**src/design/html_entity_subset_decoder_defines.svh**
```systemverilog
// ----------------------------------------------------------------------------
// HTML entity subset decoder: assertion macros
// Concurrent checks clocked on clk and disabled while arst_n is low.
// ----------------------------------------------------------------------------
`ifndef HTML_ENTITY_SUBSET_DECODER_DEFINES_SVH
`define HTML_ENTITY_SUBSET_DECODER_DEFINES_SVH

// expression holds at every edge
`define HESD_ASSERT(lbl, expr, msg) \
	lbl: assert property (@(posedge clk) disable iff (!arst_n) (expr)) else $error(msg);

// consequent holds in the same cycle as the antecedent
`define HESD_ASSERT_SAME(lbl, ante, cons, msg) \
	lbl: assert property (@(posedge clk) disable iff (!arst_n) (ante) |-> (cons)) \
		else $error(msg);

// consequent holds in the cycle after the antecedent
`define HESD_ASSERT_NEXT(lbl, ante, cons, msg) \
	lbl: assert property (@(posedge clk) disable iff (!arst_n) (ante) |=> (cons)) \
		else $error(msg);

`endif

```
**src/design/hesd_pkg.sv**
```systemverilog
// ----------------------------------------------------------------------------
// HTML entity subset decoder: package
// Item types, match state codes, character constants and held-text lookup.
// ----------------------------------------------------------------------------
`default_nettype none

package hesd_pkg;

	localparam int MaxResults = 6;
	localparam int CntW       = $clog2(MaxResults + 1);

	typedef logic [7:0] byte_t;

	typedef struct packed {
		byte_t in_byte;
		logic  in_end;
	} in_item_t;

	typedef struct packed {
		byte_t out_byte;
		logic  run_last;
		logic  text_done;
	} out_item_t;

	// how much of a candidate entity is held back
	typedef enum logic [3:0] {
		MP_IDLE = 4'd0,
		MP_AMP  = 4'd1,   // "&"
		MP_HASH = 4'd2,   // "&#"
		MP_ONE  = 4'd3,   // "&#1"
		MP_TEN  = 4'd4,   // "&#10"
		MP_Q    = 4'd5,   // "&q"
		MP_QU   = 4'd6,   // "&qu"
		MP_QUO  = 4'd7,   // "&quo"
		MP_QUOT = 4'd8,   // "&quot"
		MP_A    = 4'd9,   // "&a"
		MP_AM   = 4'd10,  // "&am"
		MP_AMPP = 4'd11   // "&amp"
	} match_t;

	// results of one item, first result in the low byte
	typedef struct packed {
		logic [MaxResults-1:0][7:0] bytes;
		logic [CntW-1:0]            count;
		logic                       done;
	} res_list_t;

	localparam byte_t ChrAmp   = 8'h26;
	localparam byte_t ChrHash  = 8'h23;
	localparam byte_t ChrOne   = 8'h31;
	localparam byte_t ChrZero  = 8'h30;
	localparam byte_t ChrSemi  = 8'h3B;
	localparam byte_t ChrLowQ  = 8'h71;
	localparam byte_t ChrLowU  = 8'h75;
	localparam byte_t ChrLowO  = 8'h6F;
	localparam byte_t ChrLowT  = 8'h74;
	localparam byte_t ChrLowA  = 8'h61;
	localparam byte_t ChrLowM  = 8'h6D;
	localparam byte_t ChrLowP  = 8'h70;
	localparam byte_t ChrLf    = 8'h0A;
	localparam byte_t ChrQuote = 8'h22;

	localparam logic [0:7][7:0] TxtLf    = {"&#10;", 24'h0};
	localparam logic [0:7][7:0] TxtQuote = {"&quot", 24'h0};
	localparam logic [0:7][7:0] TxtAmp   = {"&amp;", 24'h0};

	function automatic logic [CntW-1:0] held_len(match_t s);
		logic [CntW-1:0] n;
		case (s)
			MP_AMP:                    n = CntW'(1);
			MP_HASH, MP_Q, MP_A:       n = CntW'(2);
			MP_ONE, MP_QU, MP_AM:      n = CntW'(3);
			MP_TEN, MP_QUO, MP_AMPP:   n = CntW'(4);
			MP_QUOT:                   n = CntW'(5);
			default:                   n = '0;
		endcase
		return n;
	endfunction

	// i-th byte of the text held in state s (all held texts are entity prefixes)
	function automatic byte_t held_char(match_t s, logic [2:0] i);
		byte_t c;
		case (s)
			MP_Q, MP_QU, MP_QUO, MP_QUOT: c = TxtQuote[i];
			MP_A, MP_AM, MP_AMPP:         c = TxtAmp[i];
			default:                      c = TxtLf[i];
		endcase
		return c;
	endfunction

endpackage

`default_nettype wire

```
**src/design/hesd_step.sv**
```systemverilog
// ----------------------------------------------------------------------------
// HTML entity subset decoder: step logic
// Advances the match state by one byte and builds the list of result bytes.
// ----------------------------------------------------------------------------
`default_nettype none

module hesd_step (
	input  wire hesd_pkg::match_t   state,
	input  wire hesd_pkg::in_item_t item,
	output hesd_pkg::match_t        next_state,
	output hesd_pkg::res_list_t     list
);
	import hesd_pkg::*;

	byte_t           b;
	logic            is_part;
	logic            is_cmp;
	match_t          adv;
	byte_t           ent;
	logic [CntW-1:0] lp;
	logic [CntW-1:0] ls;
	logic            has_m;
	byte_t           m;
	match_t          s2;
	logic [CntW-1:0] slot;
	logic [CntW-1:0] j;

	assign b = item.in_byte;

	always_comb begin
		is_part = 1'b0;
		is_cmp  = 1'b0;
		adv     = MP_IDLE;
		ent     = '0;
		case (state)
			MP_AMP: begin
				if (b == ChrHash) begin
					is_part = 1'b1;
					adv     = MP_HASH;
				end else if (b == ChrLowQ) begin
					is_part = 1'b1;
					adv     = MP_Q;
				end else if (b == ChrLowA) begin
					is_part = 1'b1;
					adv     = MP_A;
				end
			end
			MP_HASH: begin
				is_part = (b == ChrOne);
				adv     = MP_ONE;
			end
			MP_ONE: begin
				is_part = (b == ChrZero);
				adv     = MP_TEN;
			end
			MP_TEN: begin
				is_cmp = (b == ChrSemi);
				ent    = ChrLf;
			end
			MP_Q: begin
				is_part = (b == ChrLowU);
				adv     = MP_QU;
			end
			MP_QU: begin
				is_part = (b == ChrLowO);
				adv     = MP_QUO;
			end
			MP_QUO: begin
				is_part = (b == ChrLowT);
				adv     = MP_QUOT;
			end
			MP_QUOT: begin
				is_cmp = (b == ChrSemi);
				ent    = ChrQuote;
			end
			MP_A: begin
				is_part = (b == ChrLowM);
				adv     = MP_AM;
			end
			MP_AM: begin
				is_part = (b == ChrLowP);
				adv     = MP_AMPP;
			end
			MP_AMPP: begin
				is_cmp = (b == ChrSemi);
				ent    = ChrAmp;
			end
			default: ;
		endcase
	end

	// list = held prefix of old state, then an optional middle byte, then flush of new state
	always_comb begin
		lp    = '0;
		has_m = 1'b0;
		m     = b;
		s2    = MP_IDLE;
		// unused codes have zero held length and so act as idle
		if (held_len(state) != '0) begin
			if (is_cmp) begin
				has_m = 1'b1;
				m     = ent;
			end else if (is_part) begin
				s2 = adv;
			end else begin
				lp = held_len(state);
				if (b == ChrAmp)
					s2 = MP_AMP;
				else
					has_m = 1'b1;
			end
		end else if (b == ChrAmp) begin
			s2 = MP_AMP;
		end else begin
			has_m = 1'b1;
		end

		ls         = item.in_end ? held_len(s2) : '0;
		next_state = item.in_end ? MP_IDLE : s2;

		for (int i = 0; i < MaxResults; i++) begin
			slot = CntW'(i);
			j    = slot - lp - CntW'(has_m);
			if (slot < lp)
				list.bytes[i] = held_char(state, 3'(slot));
			else if (slot == lp && has_m)
				list.bytes[i] = m;
			else
				list.bytes[i] = held_char(s2, 3'(j));
		end
		list.count = lp + CntW'(has_m) + ls;
		list.done  = item.in_end;
	end

endmodule

`default_nettype wire

```
**src/design/html_entity_subset_decoder.sv**
```systemverilog
// ----------------------------------------------------------------------------
// HTML entity subset decoder
// Replaces "&#10;", "&quot;" and "&amp;" in a byte stream; other bytes pass.
// ----------------------------------------------------------------------------
// Usage:
//   The text channel (text_valid, text_stall, text_item) takes one byte per
//   item; in_end marks the last byte of a text. The char channel (char_valid,
//   char_stall, char_item) delivers decoded bytes, one per item; run_last
//   flags the last byte caused by an input item and text_done the last byte
//   of a text.
//   An input item is decoded in the cycle it is accepted and its results sit
//   in the result buffer on the next cycle.
//   While char_stall is low, a byte that yields one result or none does not
//   hold the input, so plain text runs at one byte per cycle. An item with N
//   results holds the input while the result buffer drains, one byte per
//   cycle unless stalled (N up to 6, only on a broken match or text-end flush).
//   Bytes that may start an entity yield nothing until the match resolves.
//   When char_stall is high the current result holds, and text_stall rises
//   once the buffer cannot take the next item's results.
//   Reset empties the result buffer and clears the match state.
// ----------------------------------------------------------------------------
`default_nettype none

module html_entity_subset_decoder (
	input  wire                      clk,
	input  wire                      arst_n,
	input  wire                      text_valid,
	output logic                     text_stall,
	input  wire hesd_pkg::in_item_t  text_item,
	output logic                     char_valid,
	input  wire                      char_stall,
	output hesd_pkg::out_item_t      char_item
);
	import hesd_pkg::*;

	`include "html_entity_subset_decoder_defines.svh"

	match_t                     match_q;
	match_t                     match_nxt;
	res_list_t                  list;
	logic [MaxResults-1:0][7:0] buf_q;
	logic [CntW-1:0]            len_q;
	logic [CntW-1:0]            pos_q;
	logic                       done_q;
	logic                       last;
	logic                       accept;

	hesd_step u_step (
		.state      (match_q),
		.item       (text_item),
		.next_state (match_nxt),
		.list       (list)
	);

	assign char_valid = (pos_q != len_q);
	assign last       = char_valid && (pos_q == len_q - CntW'(1));
	assign text_stall = char_valid && !(last && !char_stall);
	assign accept     = text_valid && !text_stall;

	assign char_item.out_byte  = buf_q[0];
	assign char_item.run_last  = last;
	assign char_item.text_done = last && done_q;

	always_ff @(posedge clk or negedge arst_n) begin
		if (!arst_n) begin
			match_q <= MP_IDLE;
			len_q   <= '0;
			pos_q   <= '0;
		end else if (accept) begin
			match_q <= match_nxt;
			len_q   <= list.count;
			pos_q   <= '0;
		end else if (char_valid && !char_stall) begin
			pos_q <= pos_q + CntW'(1);
		end
	end

	// result bytes shift down as they are taken
	always_ff @(posedge clk) begin
		if (accept) begin
			buf_q  <= list.bytes;
			done_q <= list.done;
		end else if (char_valid && !char_stall) begin
			buf_q <= buf_q >> 8;
		end
	end

	`HESD_ASSERT(a_pos_in_range, pos_q <= len_q && len_q <= CntW'(MaxResults), "buffer index out of range")
	`HESD_ASSERT_NEXT(a_end_has_result, accept && text_item.in_end, char_valid, "text end gave no result")
	`HESD_ASSERT_SAME(a_done_idle, char_valid && char_item.text_done, match_q == MP_IDLE, "state held past text end")
	`HESD_ASSERT_NEXT(a_run_continues, char_valid && !char_stall && !last, char_valid, "result run cut short")

endmodule

`default_nettype wire

```
**config.mk**
```make
export PLATFORM = sky130hd
export DESIGN_NAME = html_entity_subset_decoder
export DESIGN_NICKNAME = d
export VERILOG_FILES = /design/src/design/hesd_pkg.sv /design/src/design/hesd_step.sv /design/src/design/html_entity_subset_decoder.sv
export VERILOG_INCLUDE_DIRS = /design/src /design/src/design
export SDC_FILE = /design/constraint.sdc
export NUM_CORES = 1
export LEC_CHECK = 0
export BUFFER_PORTS_ARGS = -buffer_cell sky130_fd_sc_hd__buf_2
export CAP_MARGIN = 0
export CORE_MARGIN = 5
export CORE_UTILIZATION = 40
export CTS_CLUSTER_SIZE = 12
export DETAILED_ROUTE_END_ITERATION = 10
export GPL_ROUTABILITY_DRIVEN = 0
export PLACE_DENSITY = 0.61
export SYNTH_ARGS = -nofsm -noshare
export SYNTH_HDL_FRONTEND = slang
export SYNTH_SLANG_ARGS = --single-unit
```
**constraint.sdc**
```tcl
create_clock -name clk -period 6.4 [get_ports clk]
set_clock_uncertainty 0.1 [all_clocks]
set_input_delay 1.28 -clock clk [delete_from_list [all_inputs] [get_ports clk]]
set_output_delay 1.28 -clock clk [all_outputs]
set_load 0.01 [all_outputs]
```
==> results_dict.tcl <==
set metrics [dict create \
    diodes 0 \
    ioPinCount 25 \
    ctsResizeCount 0 \
    firstDrtPassIters 6 \
    ir_worst_vdd_mv 0.211 \
    synth_nets 685 \
    vias_per_cell 6.60 \
    worstReg2RegEnd "buf_q[19]" \
    yosysUniqueCellTypes 95 \
    postCtsHoldBufs 0 \
    yosysSeqAreaShare_pct 30.6 \
    met1Wirelength_um 7360 \
    syn_area_per_cell_sq_um 8.89 \
    async_flop_share_pct 16.9 \
    placementRows 43 \
    synth_area_leaders "edfxtp_1 (26%), ha_1 (8.2%), nand2_1 (5.1%), dfrtp_1 (4.4%), a21oi_1 (4.1%)" \
    io_buffer_count 24 \
    root_buffer "clkbuf_16" \
    ys.flop_type "edfxtp_1" \
    crit_path_end_kind "register" \
    wl_met3_um 2130 \
    hp-class "reg -> reg" \
    clock_latency_ns 0.34 \
    setup_viol 0 \
    grt_max_degree 62 \
    nNetsFinal 681 \
    fmax_mhz 177 \
    period_share_pct 88.4 \
    drt_iter0_drc 748 \
    yosys_warnings 0 \
    multi_input_area_sq_um 3510 \
    grt_pass1_wl_um 27700 \
    dieWidth_um 129 \
    grt.overflow.total 0 \
    vias 5373 \
    cp_data_required_time_ns 6.35 \
    clkTransAtPathRegs_ns 0.05 \
    core_sq_um 13800 \
    r2r_slack_ns 0.74 \
    numCtsBuffers 9 \
    fillerInstances 1315 \
    crit_path_end "buf_q[19]" \
    ant_nets 0 \
    cts_tree "yes" \
    cts_num_sinks 59 \
    area_growth_pct 7.65 \
    startpoint "match_q[0]" \
    die_area_sq_um 16500 \
    critPathKind "reg -> reg" \
    drv_cap 0 \
    grt_pass1_vias 4874 \
    finalHoldViolCount 0 \
    dr_wl_met2_um 7510 \
    regToRegStartpoint "match_q[0]" \
    finalWirelength_um 18000 \
    syn-instance-count 633 \
    dieHeight_um 129 \
    synth-edff-count 49 \
    rsz0062_at_grt "false" \
    worstPathMaxFanout 20 \
    arrival_ns 5.61 \
    synth.top_cell.area_share_pct 26.1 \
    r2r.worst_path.cells 18 \
    fin_area_sq_um 6060 \
    seq_area_sq_um 1720 \
    mostFrequentLayoutCell "nand2_1" \
    yosysTopAreaCell "edfxtp_1" \
    layout-drive-gt1-share_pct 13.9 \
    maxSlewViolCount 0 \
    syn_area_sq_um 5630 \
    relSlewSlack_pct 19.0 \
    max-clock-path-buffers 2 \
    dp_hpwl_um 13100 \
    p_leak_nw 2.27 \
    tns_ns 0 \
    antenna_found_initial 0 \
    start_util_pct 40.7 \
    period_minus_slack_ns 5.66 \
    postCtsSetupRepairBufs 0 \
    pwr_density_cell_nw_per_um2 349 \
    layout_common_cells "nand2_1 (77), edfxtp_1 (49), a21oi_1 (45), o21ai_0 (38), ha_1 (37)" \
    htreeDepth 3 \
    ys_ff_latch 59 \
    wl_per_cell_um 22.1 \
    tightest_slew_ns 1.20 \
    drc_errors 0 \
    status "complete, no violations" \
    placed_area_sq_um 5760 \
    top_layer_used "met5" \
    gr-usage-all-layers_pct 21.5 \
    start_kind "register" \
]
[how the worst min path moves through the flow]
stage,start,to,slack [ns],depth (start not counted)
2_1_floorplan,len_q[2],len_q[2],0.37,2
3_3_place_gp,len_q[2],len_q[2],0.39,2
3_5_place_dp,len_q[2],len_q[2],0.39,2
4_1_cts,len_q[2],len_q[2],0.40,2
5_1_grt,buf_q[39],buf_q[31],0.44,2
6_report,len_q[2],len_q[2],0.40,2
[cells by family (layout without fill, tap and decap cells)]
group	after synthesis	in the layout	synth area share, %
fa+ha+maj	39	39	8.94
xor+xnor	21	21	3.53
buf+inv	77	78	7.45
simple gates	208	208	19.8
mux	3	3	0.533
flops	59	59	30.6
compound gates	226	226	29.2
[report_power, final]
group          total, W  switching [W]  leakage (nW)  internal [W]
Combinational  0.000847       0.000558          1.49      0.000289
Clock          0.000488       0.000171         0.151      0.000317
Sequential     0.000782      0.0000618         0.625      0.000720
[through the flow]
step / utilization, % / setup slack (ns) / hold slack [ns] / power, W / cells
2_1_floorplan: - / 1.18 / 0.369 / 0.00139 / 633
3_3_place_gp: 41.6 / 0.898 / 0.390 / 0.00162 / 798
3_5_place_dp: 41.6 / 0.744 / 0.393 / 0.00162 / 798
4_1_cts: 43.8 / 0.866 / 0.404 / 0.00211 / 814
5_1_grt: 43.8 / 0.458 / 0.442 / 0.00223 / 814
6_report: 43.8 / 0.743 / 0.402 / 0.00212 / 814
[critical path, stage by stage (launching register included)]
cell and delay, ns:
dfrtp_1 0.51, inv_1 0.11, ha_1 0.38, nor3_1 0.46, o22ai_1 0.14, xor2_1 0.42, nor2_4 0.13, nand2_1 0.12
a21oi_1 0.08, o21ai_0 0.64, inv_1 0.16, ha_1 0.25, nor3_1 0.39, nor4_1 0.12, a21o_2 0.27, and2_4 0.24
a22o_1 0.28, a211oi_1 0.46, a22oi_1 0.12
[per-layer routing]
layer,up-vias,track usage [%]
met1,2506,29.9
met5,-,1.47
met3,85,5.85
met2,407,30.5
met4,2,10.6
li1,2373,-
[state kept, by name (all words and copies together) (netlist names)]
register	flops
pos_q	3
buf_q	40
char_item	8
match_q	4
len_q	3
done_q	1
[synthesized netlist by cell type, types with 10 or more instances]
cell type	n
o21ai_0	38
buf_4	13
a31oi_1	11
dfrtp_1	10
edfxtp_1	49
xor2_1	10
nor3_1	16
inv_1	25
a221oi_1	11
nor2_1	32
nand2_1	77
a22o_1	14
nand3_1	14
clkbuf_1	16
ha_1	37
buf_2	11
a21oi_1	46
[area by class of cell]
class,instances,share of cell area (%)
tap,180,3.72
inverter,28,1.73
clock buffer,15,4.93
multi-input combinational,497,57.9
sequential,59,28.4
timing repair buffer,34,3.22
clock inverter,1,0.0826
(Power assumes the default switching activity.)
